==> config.mk <==
export PLATFORM = sky130hd
export DESIGN_NAME = pwm_period_duty_calculator
export DESIGN_NICKNAME = d
export VERILOG_FILES = /design/src/pwmc_pkg.sv /design/src/pwmc_div.sv /design/src/pwmc_mul.sv /design/src/pwm_period_duty_calculator.sv
export VERILOG_INCLUDE_DIRS = /design/src /design/src/src
export SDC_FILE = /design/constraint.sdc
export NUM_CORES = 2
export LEC_CHECK = 0
export BUFFER_PORTS_ARGS = -buffer_cell sky130_fd_sc_hd__buf_2
export CORE_AREA = 2 2 275 277
export DETAILED_ROUTE_END_ITERATION = 16
export DIE_AREA = 0 0 277 279
export GPL_ROUTABILITY_DRIVEN = 0
export MAX_ROUTING_LAYER = met4
export PLACE_DENSITY_LB_ADDON = 0.1
export RECOVER_POWER = 100
export SLEW_MARGIN = 20
export SYNTH_ARGS = -nofsm -noshare
export SYNTH_HDL_FRONTEND = slang
export SYNTH_SLANG_ARGS = --single-unit
==> constraint.sdc <==
create_clock -name clk -period 6.57 [get_ports clk]
set_clock_uncertainty 0.15 [all_clocks]
set_input_delay 0.657 -clock clk [delete_from_list [all_inputs] [get_ports clk]]
set_output_delay 0.657 -clock clk [all_outputs]
set_load 0.01 [all_outputs]
==> src/assert_macros.svh <==
// Assertion macros for the RTL files; only the calculator top level includes them.
`ifndef ASSERT_MACROS_SVH
`define ASSERT_MACROS_SVH

`ifndef SYNTHESIS

// Same-cycle implication, checked on every rising edge outside reset.
`define CHECK_IMPLY(label, clk, rst, ante, cons) \
  label: assert property (@(posedge clk) disable iff (rst) (ante) |-> (cons)) \
    else $error("implication check failed");

// Next-cycle implication, checked on every rising edge outside reset.
`define CHECK_NEXT(label, clk, rst, ante, cons) \
  label: assert property (@(posedge clk) disable iff (rst) (ante) |=> (cons)) \
    else $error("next-cycle check failed");

`else

`define CHECK_IMPLY(label, clk, rst, ante, cons)
`define CHECK_NEXT(label, clk, rst, ante, cons)

`endif

`endif

==> src/pwmc_pkg.sv <==
// Shared widths, codes and tables for the PWM period/duty calculator.
package pwmc_pkg;

  localparam int CLK_W   = 29;
  localparam int FREQ_W  = 16;
  localparam int DUTY_W  = 17;
  localparam int DEV_W   = 3;
  localparam int CHAN_W  = 3;
  localparam int ACT_W   = 3;
  localparam int PRE_W   = 3;
  localparam int TOP_W   = 25;
  localparam int CMP_W   = 25;
  localparam int BTOP_W  = 17;
  localparam int ADDR_W  = 3;
  localparam int DATA_W  = 32;

  localparam int DUTY_FRACTION_BITS  = 16;
  localparam int PRESCALER_STEPS     = 8;
  localparam int BASIC_TIMERS_DEF    = 6;
  localparam int ADVANCED_TIMERS_DEF = 5;

  // counter widths: basic timers are 16 bit, the first advanced timers 24 bit
  localparam int NARROW_BITS     = 16;
  localparam int WIDE_BITS       = 24;
  localparam int ADV_WIDE_TIMERS = 2;

  localparam logic [CLK_W-1:0]  CLK_RESET     = 29'd120000000;
  localparam logic [CLK_W-1:0]  BASIC_OUT0_Q  = 29'h10000;  // top 0xFFFF plus one
  localparam logic [DUTY_W-1:0] DUTY_ONE      = DUTY_W'(1 << DUTY_FRACTION_BITS);
  localparam logic [DUTY_W-1:0] DUTY_HALF     = DUTY_W'(1 << (DUTY_FRACTION_BITS - 1));
  localparam logic [PRE_W-1:0]  PRE_FALLBACK  = PRE_W'(PRESCALER_STEPS - 1);

  // register map (index bit of paddr)
  localparam logic REG_PERIPH_CLOCK = 1'b0;

  // result actions
  localparam logic [ACT_W-1:0] ACT_LOW        = 3'd0;
  localparam logic [ACT_W-1:0] ACT_HIGH       = 3'd1;
  localparam logic [ACT_W-1:0] ACT_BASIC_PROG = 3'd2;
  localparam logic [ACT_W-1:0] ACT_BASIC_CMP  = 3'd3;
  localparam logic [ACT_W-1:0] ACT_ADV_PROG   = 3'd4;
  localparam logic [ACT_W-1:0] ACT_ADV_CMP    = 3'd5;

  // prescaler shift table
  function automatic int unsigned presc_shift(input logic [PRE_W-1:0] idx);
    int unsigned sh;
    case (idx)
      3'd0:    sh = 0;
      3'd1:    sh = 1;
      3'd2:    sh = 2;
      3'd3:    sh = 3;
      3'd4:    sh = 4;
      3'd5:    sh = 6;
      3'd6:    sh = 8;
      3'd7:    sh = 10;
      default: sh = 0;
    endcase
    return sh;
  endfunction

endpackage

==> src/pwmc_div.sv <==
// Bit-serial restoring divider: one quotient bit per cycle.
module pwmc_div import pwmc_pkg::*; #(
  parameter int DIVIDEND_W = CLK_W,
  parameter int DIVISOR_W  = FREQ_W
) (
  input  logic                  clk,
  input  logic                  rst,
  input  logic                  start,
  input  logic [DIVIDEND_W-1:0] dividend,
  input  logic [DIVISOR_W-1:0]  divisor,
  output logic                  done,
  output logic [DIVIDEND_W-1:0] quotient
);

  localparam int CNT_W = $clog2(DIVIDEND_W + 1);

  logic                 running;
  logic [CNT_W-1:0]     count;
  logic [DIVISOR_W-1:0] dvs;
  logic [DIVISOR_W-1:0] rem;
  logic [DIVISOR_W:0]   trial;
  logic [DIVISOR_W:0]   diff;
  logic                 take;

  // dividend bits leave the top of the quotient register as quotient bits enter
  assign trial = {rem, quotient[DIVIDEND_W-1]};
  assign diff  = trial - {1'b0, dvs};
  assign take  = trial >= {1'b0, dvs};

  always_ff @(posedge clk) begin
    if (rst) begin
      running <= 1'b0;
      count   <= '0;
      done    <= 1'b0;
    end else begin
      done <= 1'b0;
      if (start) begin
        running <= 1'b1;
        count   <= CNT_W'(DIVIDEND_W);
      end else if (running) begin
        count <= count - CNT_W'(1);
        if (count == CNT_W'(1)) begin
          running <= 1'b0;
          done    <= 1'b1;
        end
      end
    end
  end

  always_ff @(posedge clk) begin
    if (start) begin
      quotient <= dividend;
      rem      <= '0;
      dvs      <= divisor;
    end else if (running) begin
      rem      <= take ? diff[DIVISOR_W-1:0] : trial[DIVISOR_W-1:0];
      quotient <= {quotient[DIVIDEND_W-2:0], take};
    end
  end

endmodule

==> src/pwmc_mul.sv <==
// Bit-serial shift-add multiplier: one multiplier bit per cycle, LSB first.
module pwmc_mul import pwmc_pkg::*; #(
  parameter int A_W = TOP_W + 1,
  parameter int B_W = DUTY_W
) (
  input  logic               clk,
  input  logic               rst,
  input  logic               start,
  input  logic [A_W-1:0]     a,
  input  logic [B_W-1:0]     b,
  output logic               done,
  output logic [A_W+B_W-1:0] product
);

  localparam int P_W   = A_W + B_W;
  localparam int CNT_W = $clog2(B_W + 1);

  logic             running;
  logic [CNT_W-1:0] count;
  logic [A_W-1:0]   mcand;
  logic [A_W:0]     sum;

  // upper half accumulates, lower half holds the multiplier bits not yet used
  assign sum = {1'b0, product[P_W-1:B_W]} + (product[0] ? {1'b0, mcand} : '0);

  always_ff @(posedge clk) begin
    if (rst) begin
      running <= 1'b0;
      count   <= '0;
      done    <= 1'b0;
    end else begin
      done <= 1'b0;
      if (start) begin
        running <= 1'b1;
        count   <= CNT_W'(B_W);
      end else if (running) begin
        count <= count - CNT_W'(1);
        if (count == CNT_W'(1)) begin
          running <= 1'b0;
          done    <= 1'b1;
        end
      end
    end
  end

  always_ff @(posedge clk) begin
    if (start) begin
      product <= {A_W'(0), b};
      mcand   <= a;
    end else if (running) begin
      product <= {sum, product[B_W-1:1]};
    end
  end

endmodule

==> src/pwm_period_duty_calculator.sv <==
// PWM period/duty calculator: takes one request word at a time and returns one result word.
// A request that reprograms a timer through the divider steps through the prescaler search,
// the 29-step bit-serial divider for the period quotient, the top update, then the 17-step
// shift-add multiplier for the compare value and rounding before its result word is loaded.
// A reprogram whose top needs no division (basic output 0, or no prescaler fits) skips the
// divider. A compare-only request (frequency equal to the cached one) goes straight to the
// multiplier. A digital result goes straight to the output step. The next request is
// accepted once the previous result sits in the output register, even if that word is still
// stalled. A result that finds the previous word still stalled waits in its last step and
// holds off the following request. peripheral_clock is written over the APB port; write it
// only while the block is idle, which the block itself does not enforce.
`include "assert_macros.svh"

module pwm_period_duty_calculator import pwmc_pkg::*; #(
  parameter int BASIC_TIMERS    = BASIC_TIMERS_DEF,
  parameter int ADVANCED_TIMERS = ADVANCED_TIMERS_DEF
) (
  input  logic              clk,
  input  logic              rst,
  // APB register port
  input  logic              psel,
  input  logic              penable,
  input  logic              pwrite,
  input  logic [ADDR_W-1:0] paddr,
  input  logic [DATA_W-1:0] pwdata,
  output logic [DATA_W-1:0] prdata,
  output logic              pready,
  // request channel
  input  logic              in_valid,
  output logic              in_stall,
  input  logic              has_basic,
  input  logic [DEV_W-1:0]  basic_device,
  input  logic              basic_output,
  input  logic              has_advanced,
  input  logic [DEV_W-1:0]  advanced_device,
  input  logic [CHAN_W-1:0] advanced_output,
  input  logic [DUTY_W-1:0] duty,
  input  logic [FREQ_W-1:0] freq,
  // result channel
  output logic              out_valid,
  input  logic              out_stall,
  output logic [ACT_W-1:0]  action,
  output logic [DEV_W-1:0]  device_number,
  output logic [CHAN_W-1:0] output_number,
  output logic [PRE_W-1:0]  prescaler_index,
  output logic [TOP_W-1:0]  period_top,
  output logic [CMP_W-1:0]  compare,
  output logic              needs_init
);

  localparam int BIW     = (BASIC_TIMERS > 1) ? $clog2(BASIC_TIMERS) : 1;
  localparam int AIW     = (ADVANCED_TIMERS > 1) ? $clog2(ADVANCED_TIMERS) : 1;
  localparam int MUL_A_W = TOP_W + 1;
  localparam int MUL_P_W = MUL_A_W + DUTY_W;
  localparam int MQ_W    = MUL_P_W - DUTY_FRACTION_BITS;
  localparam int CS_W    = CLK_W - NARROW_BITS;

  localparam logic [DEV_W:0]   BASIC_LIMIT = BASIC_TIMERS[DEV_W:0];
  localparam logic [DEV_W:0]   ADV_LIMIT   = ADVANCED_TIMERS[DEV_W:0];
  localparam logic [DEV_W-1:0] WIDE_LIMIT  = ADV_WIDE_TIMERS[DEV_W-1:0];
  localparam logic [DUTY_FRACTION_BITS-1:0] FRAC_HALF =
    DUTY_FRACTION_BITS'(1 << (DUTY_FRACTION_BITS - 1));

  localparam logic [3:0] S_IDLE   = 4'd0;
  localparam logic [3:0] S_DECIDE = 4'd1;
  localparam logic [3:0] S_PRESC  = 4'd2;
  localparam logic [3:0] S_DIV    = 4'd3;
  localparam logic [3:0] S_TOP    = 4'd4;
  localparam logic [3:0] S_MSTART = 4'd5;
  localparam logic [3:0] S_MUL    = 4'd6;
  localparam logic [3:0] S_RND    = 4'd7;
  localparam logic [3:0] S_DONE   = 4'd8;

  logic [3:0]       state;
  logic [CLK_W-1:0] peripheral_clock;

  // latched request
  logic              req_has_basic;
  logic [DEV_W-1:0]  req_basic_device;
  logic              req_basic_output;
  logic              req_has_advanced;
  logic [DEV_W-1:0]  req_advanced_device;
  logic [CHAN_W-1:0] req_advanced_output;
  logic [DUTY_W-1:0] req_duty;
  logic [FREQ_W-1:0] req_freq;

  // working result
  logic              wk_adv;
  logic              wk_wide;
  logic [DEV_W-1:0]  wk_dev;
  logic [CHAN_W-1:0] wk_chan;
  logic [ACT_W-1:0]  wk_action;
  logic [PRE_W-1:0]  wk_pre;
  logic [TOP_W-1:0]  wk_top;
  logic [CMP_W-1:0]  wk_cmp;
  logic              wk_init;
  logic [CLK_W-1:0]  wk_quot;

  // per-timer caches
  logic [FREQ_W-1:0] basic_freq_cache    [BASIC_TIMERS];
  logic [BTOP_W-1:0] basic_top_cache     [BASIC_TIMERS];
  logic [FREQ_W-1:0] advanced_freq_cache [ADVANCED_TIMERS];
  logic [TOP_W-1:0]  advanced_top_cache  [ADVANCED_TIMERS];

  logic              in_accept;
  logic              out_free;
  logic              pwm;
  logic              freq_zero;
  logic              b_ok;
  logic              a_ok;
  logic [BIW-1:0]    bidx;
  logic [AIW-1:0]    aidx;
  logic [BIW-1:0]    wbidx;
  logic [AIW-1:0]    waidx;
  logic [FREQ_W-1:0] bf;
  logic [FREQ_W-1:0] af;
  logic              digital_lvl;

  logic [CS_W-1:0]   csel;
  logic              fit_any;
  logic [PRE_W-1:0]  pick;
  logic [CLK_W-1:0]  dividend;
  logic              force_b0;
  logic              skip_div;

  logic [CLK_W-1:0]  tq;
  logic [TOP_W-1:0]  top_new;

  logic              div_start;
  logic              div_done;
  logic [CLK_W-1:0]  div_q;
  logic              mul_start;
  logic              mul_done;
  logic [MUL_P_W-1:0] mul_p;
  logic [MUL_A_W-1:0] mul_a;

  logic [MQ_W-1:0]   mq;
  logic [DUTY_FRACTION_BITS-1:0] mr;
  logic              rnd_up;
  logic [CMP_W-1:0]  cmp_v;

  // ---------------- register port ----------------
  assign pready = 1'b1;
  assign prdata = (paddr[ADDR_W-1] == REG_PERIPH_CLOCK) ? DATA_W'(peripheral_clock) : '0;

  always_ff @(posedge clk) begin
    if (rst) begin
      peripheral_clock <= CLK_RESET;
    end else if (psel && penable && pwrite && pready &&
                 (paddr[ADDR_W-1] == REG_PERIPH_CLOCK)) begin
      peripheral_clock <= pwdata[CLK_W-1:0];
    end
  end

  // ---------------- request decode ----------------
  assign in_stall  = (state != S_IDLE);
  assign in_accept = in_valid && !in_stall;
  assign out_free  = !out_valid || !out_stall;

  assign pwm         = (req_duty != '0) && (req_duty < DUTY_ONE);
  assign freq_zero   = (req_freq == '0);
  assign b_ok        = req_has_basic && ({1'b0, req_basic_device} < BASIC_LIMIT);
  assign a_ok        = req_has_advanced && ({1'b0, req_advanced_device} < ADV_LIMIT);
  assign bidx        = req_basic_device[BIW-1:0];
  assign aidx        = req_advanced_device[AIW-1:0];
  assign wbidx       = wk_dev[BIW-1:0];
  assign waidx       = wk_dev[AIW-1:0];
  assign bf          = basic_freq_cache[bidx];
  assign af          = advanced_freq_cache[aidx];
  assign digital_lvl = (req_duty < DUTY_HALF);

  // ---------------- prescaler search ----------------
  // clock >> (shift + bits) <= freq, with the counter-width shift taken first
  assign csel = wk_wide ? CS_W'(peripheral_clock[CLK_W-1:WIDE_BITS])
                        : peripheral_clock[CLK_W-1:NARROW_BITS];

  always_comb begin
    fit_any = 1'b0;
    pick    = PRE_FALLBACK;
    for (int i = PRESCALER_STEPS - 1; i >= 0; i--) begin
      if (FREQ_W'(csel >> presc_shift(PRE_W'(i))) <= req_freq) begin
        fit_any = 1'b1;
        pick    = PRE_W'(i);
      end
    end
  end

  assign dividend = peripheral_clock >> presc_shift(pick);
  assign force_b0 = !wk_adv && (wk_chan == '0);
  assign skip_div = force_b0 || !fit_any;
  assign div_start = (state == S_PRESC) && !skip_div;

  pwmc_div #(
    .DIVIDEND_W (CLK_W),
    .DIVISOR_W  (FREQ_W)
  ) u_div (
    .clk      (clk),
    .rst      (rst),
    .start    (div_start),
    .dividend (dividend),
    .divisor  (req_freq),
    .done     (div_done),
    .quotient (div_q)
  );

  // top = quotient - 1, held at zero for a zero quotient
  assign tq      = (wk_quot == '0) ? '0 : wk_quot - CLK_W'(1);
  assign top_new = wk_adv ? tq[TOP_W-1:0] : TOP_W'(tq[BTOP_W-1:0]);

  // ---------------- compare value ----------------
  assign mul_start = (state == S_MSTART);
  assign mul_a     = {1'b0, wk_top} + MUL_A_W'(1);

  pwmc_mul #(
    .A_W (MUL_A_W),
    .B_W (DUTY_W)
  ) u_mul (
    .clk     (clk),
    .rst     (rst),
    .start   (mul_start),
    .a       (mul_a),
    .b       (req_duty),
    .done    (mul_done),
    .product (mul_p)
  );

  // round half to even
  assign mq     = mul_p[MUL_P_W-1:DUTY_FRACTION_BITS];
  assign mr     = mul_p[DUTY_FRACTION_BITS-1:0];
  assign rnd_up = (mr > FRAC_HALF) || ((mr == FRAC_HALF) && mq[0]);
  assign cmp_v  = mq[CMP_W-1:0] + CMP_W'(rnd_up);

  // ---------------- sequencer ----------------
  always_ff @(posedge clk) begin
    if (rst) begin
      state     <= S_IDLE;
      out_valid <= 1'b0;
    end else begin
      if ((state == S_DONE) && out_free) begin
        out_valid <= 1'b1;
      end else if (out_valid && !out_stall) begin
        out_valid <= 1'b0;
      end
      case (state)
        S_IDLE: begin
          if (in_accept) begin
            state <= S_DECIDE;
          end
        end
        S_DECIDE: begin
          if (pwm && !freq_zero && b_ok) begin
            state <= (req_freq != bf) ? S_PRESC : S_MSTART;
          end else if (pwm && !freq_zero && a_ok) begin
            state <= (req_freq != af) ? S_PRESC : S_MSTART;
          end else begin
            state <= S_DONE;
          end
        end
        S_PRESC:  state <= skip_div ? S_TOP : S_DIV;
        S_DIV: begin
          if (div_done) begin
            state <= S_TOP;
          end
        end
        S_TOP:    state <= S_MSTART;
        S_MSTART: state <= S_MUL;
        S_MUL: begin
          if (mul_done) begin
            state <= S_RND;
          end
        end
        S_RND:    state <= S_DONE;
        S_DONE: begin
          if (out_free) begin
            state <= S_IDLE;
          end
        end
        default:  state <= S_IDLE;
      endcase
    end
  end

  // ---------------- working and output registers ----------------
  always_ff @(posedge clk) begin
    case (state)
      S_IDLE: begin
        if (in_accept) begin
          req_has_basic       <= has_basic;
          req_basic_device    <= basic_device;
          req_basic_output    <= basic_output;
          req_has_advanced    <= has_advanced;
          req_advanced_device <= advanced_device;
          req_advanced_output <= advanced_output;
          req_duty            <= duty;
          req_freq            <= freq;
        end
      end
      S_DECIDE: begin
        wk_pre  <= '0;
        wk_cmp  <= '0;
        if (pwm && !freq_zero && b_ok) begin
          wk_adv  <= 1'b0;
          wk_wide <= 1'b0;
          wk_dev  <= req_basic_device;
          wk_chan <= CHAN_W'(req_basic_output);
          if (req_freq != bf) begin
            wk_action <= ACT_BASIC_PROG;
            wk_init   <= (bf == '0);
          end else begin
            wk_action <= ACT_BASIC_CMP;
            wk_init   <= 1'b0;
            wk_top    <= TOP_W'(basic_top_cache[bidx]);
          end
        end else if (pwm && !freq_zero && a_ok) begin
          wk_adv  <= 1'b1;
          wk_wide <= (req_advanced_device < WIDE_LIMIT);
          wk_dev  <= req_advanced_device;
          wk_chan <= req_advanced_output;
          if (req_freq != af) begin
            wk_action <= ACT_ADV_PROG;
            wk_init   <= (af == '0);
          end else begin
            wk_action <= ACT_ADV_CMP;
            wk_init   <= 1'b0;
            wk_top    <= advanced_top_cache[aidx];
          end
        end else begin
          wk_action <= digital_lvl ? ACT_LOW : ACT_HIGH;
          wk_init   <= 1'b0;
          wk_dev    <= '0;
          wk_chan   <= '0;
          wk_top    <= '0;
        end
      end
      S_PRESC: begin
        wk_pre <= fit_any ? pick : PRE_FALLBACK;
        if (force_b0) begin
          wk_quot <= BASIC_OUT0_Q;
        end else if (!fit_any) begin
          wk_quot <= CLK_W'(1) << (wk_wide ? WIDE_BITS : NARROW_BITS);
        end
      end
      S_DIV: begin
        if (div_done) begin
          wk_quot <= div_q;
        end
      end
      S_TOP:   wk_top <= top_new;
      S_RND:   wk_cmp <= cmp_v;
      S_DONE: begin
        if (out_free) begin
          action          <= wk_action;
          device_number   <= wk_dev;
          output_number   <= wk_chan;
          prescaler_index <= wk_pre;
          period_top      <= wk_top;
          compare         <= wk_cmp;
          needs_init      <= wk_init;
        end
      end
      default: ;
    endcase
  end

  // ---------------- timer caches ----------------
  always_ff @(posedge clk) begin
    if (rst) begin
      for (int i = 0; i < BASIC_TIMERS; i++) begin
        basic_freq_cache[i] <= '0;
        basic_top_cache[i]  <= '0;
      end
      for (int i = 0; i < ADVANCED_TIMERS; i++) begin
        advanced_freq_cache[i] <= '0;
        advanced_top_cache[i]  <= '0;
      end
    end else begin
      if ((state == S_DECIDE) && pwm && freq_zero) begin
        // zero frequency drops the cached frequency, keeps the top
        if (b_ok) begin
          basic_freq_cache[bidx] <= '0;
        end
        if (a_ok) begin
          advanced_freq_cache[aidx] <= '0;
        end
      end
      if (state == S_TOP) begin
        if (wk_adv) begin
          advanced_top_cache[waidx]  <= top_new;
          advanced_freq_cache[waidx] <= req_freq;
        end else begin
          basic_top_cache[wbidx]  <= top_new[BTOP_W-1:0];
          basic_freq_cache[wbidx] <= req_freq;
        end
      end
    end
  end

  // ---------------- checks ----------------
  `CHECK_NEXT(a_word_load, clk, rst, (state == S_DONE) && out_free, out_valid)
  `CHECK_IMPLY(a_dig_zero, clk, rst,
    out_valid && ((action == ACT_LOW) || (action == ACT_HIGH)),
    (period_top == '0) && (compare == '0) && !needs_init)
  `CHECK_IMPLY(a_cmp_only, clk, rst,
    out_valid && ((action == ACT_BASIC_CMP) || (action == ACT_ADV_CMP)),
    (prescaler_index == '0) && !needs_init)
  `CHECK_IMPLY(a_basic_top, clk, rst,
    out_valid && ((action == ACT_BASIC_PROG) || (action == ACT_BASIC_CMP)),
    period_top[TOP_W-1:BTOP_W] == '0)

endmodule
==> flow_summary.toml <==
[status]
outcome = "finished with violations"
violations = "max-capacitance violations, max-slew violations"

[timing]
finalSetupViolations = 0
final-hold-violation-count = 0
layout_setup_ws_ns = 0.744
rsz0062_at_grt = "false"
fin_crit_sh = 0.887
worstMarginPinSlew_ns = 3.11
finalCriticalPeriod_ns = 5.83
slew_viol_final = 403
slew_headroom = -1.07
fmax_mhz = 172
setup-tns-final_ns = 0
holdWs_ns = 0.0333

[clock_network]
cts_made_buffers = 97
cts_root_buffer = "clkbuf_16"
clockBufferDepth = 3
clkLatencyLatePin_ns = 0.65
htreeDepth = 3
clkSlewWorstSetupHoldPaths_ns = 0.06
cts_tree = "yes"
cts_sinks = 978

[place]
place_ws_ns = 1.28
numPortBuffers = 175
dp_hpwl_um = 73700

[floorplanning]
die_h_um = 279
core_area_mm2 = 0.0741
io_pins = 185
die_w_um = 277
initial_core_util = 0.618
die_area_mm2 = 0.0773
rows = 100

[global_route]
grt_max_degree = 77
grt-ovfl-total = 0
grt_pass1_wl_um = 172000
antenna_found_initial = 5
grt_util_all_layers = 0.299
grt_pass1_vias = 29900

[critical_path]
slowest_stage = "clkbuf_1"
cp.arrival_ns = 5.95
path_max_fanout = 25
cpPeakStageDelay_ns = 0.80
timing.rr.end = "wk_top[17]$_DFFE_PP_"
setup.worst_path.class = "flop to flop"
path_cells = "or4_1 > nand4b_1 > nor3_1 > nand2b_1 > or3_1 > clkbuf_1 > inv_1 > a31oi_2 > clkbuf_2"
critPathRequiredTime_ns = 6.70
r2r_cells = 9
regToRegSetupSlack_ns = 0.74
r2r_start = "req_freq[15]$_DFFE_PP_"
endpoint = "wk_top[17]$_DFFE_PP_"
critical_path.startpoint = "req_freq[15]$_DFFE_PP_"
crit_path_start_kind = "flop"
endpoint_kind = "flop"

[route]
ant_nets = 0
wirelength_um = 113000
num_vias = 29700
drc = 0
dr.pass1.iters = 7
wire_per_inst_um = 23.7
drtIter0Drc = 3326
drt-vias-per-instance = 6.26

[yosys]
ys_ff_latch = 978
synth_edf_count = 882
postSynthCellCount = 3548
ys_warn_count = 0
synth_ff_type = "edfxtp_1"
syn_area_per_cell_um2 = 12.9
yosysSeqAreaShare = 0.620
ys_types = 85
synth_area_mm2 = 0.0458
synth-async-reset-ratio = 0

[power_and_ir_drop]
sw_frac_of_total = 0.307
clock_power_share = 0.295
power_leakage_nw = 18.5
power.share.sequential = 0.468
finalPower_w = 0.0178
power.internal_w = 0.0124
pwr_density_cell_mw_per_mm2 = 354
combPwrFrac = 0.237
ir_drop_mv = 0.325
p_switching_w = 0.00549

[final_layout]
mostFrequentLayoutCell = "edfxtp_1"
fillers = 5412
drive_above_1_share = 0.116
mostFrequentLayoutCells = "882 x edfxtp_1, 565 x nor2_1, 275 x nand2_1"
nets = 3889
syn_to_final_growth_pct = 9.95

[worst_hold_path]
hold_class = "input port to flop"

[job]
maxCapViolations = 14
## per-stage QoR
step,utilization,instance area (um^2),std cells
global placement,0.642,47500,4553
CTS,0.683,50600,4738
finish,0.680,50300,4746
floorplan,-,45800,3550
detailed placement,0.642,47500,4553
global route,0.680,50300,4745
## final cells by class
class	count	area, um^2	area share
Antenna cell	5	12.5	0.000249
Tap cell	969	1210	0.0241
Clock inverter	61	415	0.00825
Sequential cell	978	28400	0.565
Timing Repair Buffer	232	1120	0.0222
Multi-Input combinational cell	2242	16000	0.319
Clock buffer	118	2590	0.0515
Inverter	141	531	0.0105
## power by group through the flow
stage	logic (W)	registers (W)	clock network, W
detailed placement	0.00420	0.00845	0
finish	0.00422	0.00835	0.00527
global route	0.00457	0.00843	0.00557
global placement	0.00407	0.00842	0
floorplan	0.00332	0.00800	0
CTS	0.00423	0.00833	0.00533
## synth_stat cells (7+ instances only)
master,number,area share
buf_2,30,0.0033
nand3b_1,19,0.0031
and3_1,21,0.0029
mux2_2,16,0.0039
nor2b_1,54,0.0074
mux4_2,148,0.073
ha_1,108,0.030
o31ai_1,9,0.0015
mux2i_1,153,0.033
nand2_1,275,0.023
a21o_1,15,0.0025
nor2_1,569,0.047
inv_1,135,0.011
nand4_1,21,0.0029
xor2_1,37,0.0071
edfxtp_1,882,0.58
a22oi_1,22,0.0036
or2_2,9,0.0012
nor3_1,47,0.0051
a21oi_1,123,0.013
nand3_1,69,0.0075
xnor2_1,96,0.018
o22ai_1,20,0.0027
and2_1,59,0.0081
o21ai_1,12,0.0013
or3_1,10,0.0014
a31oi_1,14,0.0019
nor4_1,32,0.0044
buf_4,11,0.0018
dfxtp_1,96,0.042
clkbuf_1,117,0.0096
o21a_1,15,0.0025
a211oi_1,13,0.0021
nand2b_1,61,0.0083
o211ai_1,8,0.0013
o21ai_0,78,0.0085
buf_1,29,0.0024
or4_1,7,0.0011
## registers in the layout, indices dropped and copies added (netlist names), 4 cells and up, named ones only
register             flops
advanced_top_cache     200
u_mul.product           43
u_mul.mcand             26
peripheral_clock        29
wk_top                  25
req_duty                17
u_div.dvs               16
basic_top_cache        136
req_freq                16
wk_cmp                  25
compare                 25
u_div.rem               16
u_mul.count              5
advanced_freq_cache    128
u_div.quotient          29
wk_quot                 29
u_div.count              5
period_top              25
basic_freq_cache       128
state                    4
## critical path: cells and delay by family, from the launching register on
| family | cells | cell delay (ns) |
|---|---|---|
| flip-flops | 1 | 0.59 |
| AO/OA/AOI/OAI | 1 | 0.36 |
| buffers and inverters | 3 | 2.15 |
| AND/OR/NAND/NOR | 5 | 2.14 |
## timing repair
action                    CTS  global route
hold endpoints to repair    6             1
resized for setup           0             0
setup buffers               0             0
hold buffers                6             1
## per-layer routing
layer,vias to the layer above,GRT usage,routed length (um)
met1,14800,0.389,44800
met3,262,0.0474,8960
met2,1353,0.485,55000
met5,-,-,0
li1,13300,-,-
met4,0,0.105,3760
## logic make-up (layout without fill, tap and decap cells)
logic type	Yosys count	count (layout)	share of synthesized area
compound gates	399	399	0.0560
other cells	2	9	0.000164
simple gates	1278	1278	0.128
fa+ha+maj	111	111	0.0306
xor+xnor	133	133	0.0254
flops	978	978	0.620
buf+inv	330	552	0.0291
mux	317	317	0.110
## worst min-delay path by stage
stage / startpoint / endpoint / slack [ns] / cells after the start
2_1_floorplan: wk_action[0]$_DFFE_PP_ / action[0]$_DFFE_PP_ / 0.25 / 0
3_3_place_gp: wk_init$_DFFE_PP_ / needs_init$_DFFE_PP_ / 0.26 / 0
3_5_place_dp: wk_cmp[5]$_SDFFCE_PN0P_ / compare[5]$_DFFE_PP_ / 0.26 / 0
4_1_cts: duty[0] / req_duty[0]$_DFFE_PP_ / 0.00002 / 1
5_1_grt: duty[16] / req_duty[16]$_DFFE_PP_ / 0.006 / 1
6_report: freq[3] / req_freq[3]$_DFFE_PP_ / 0.03 / 1
(Power assumes the default switching activity.)
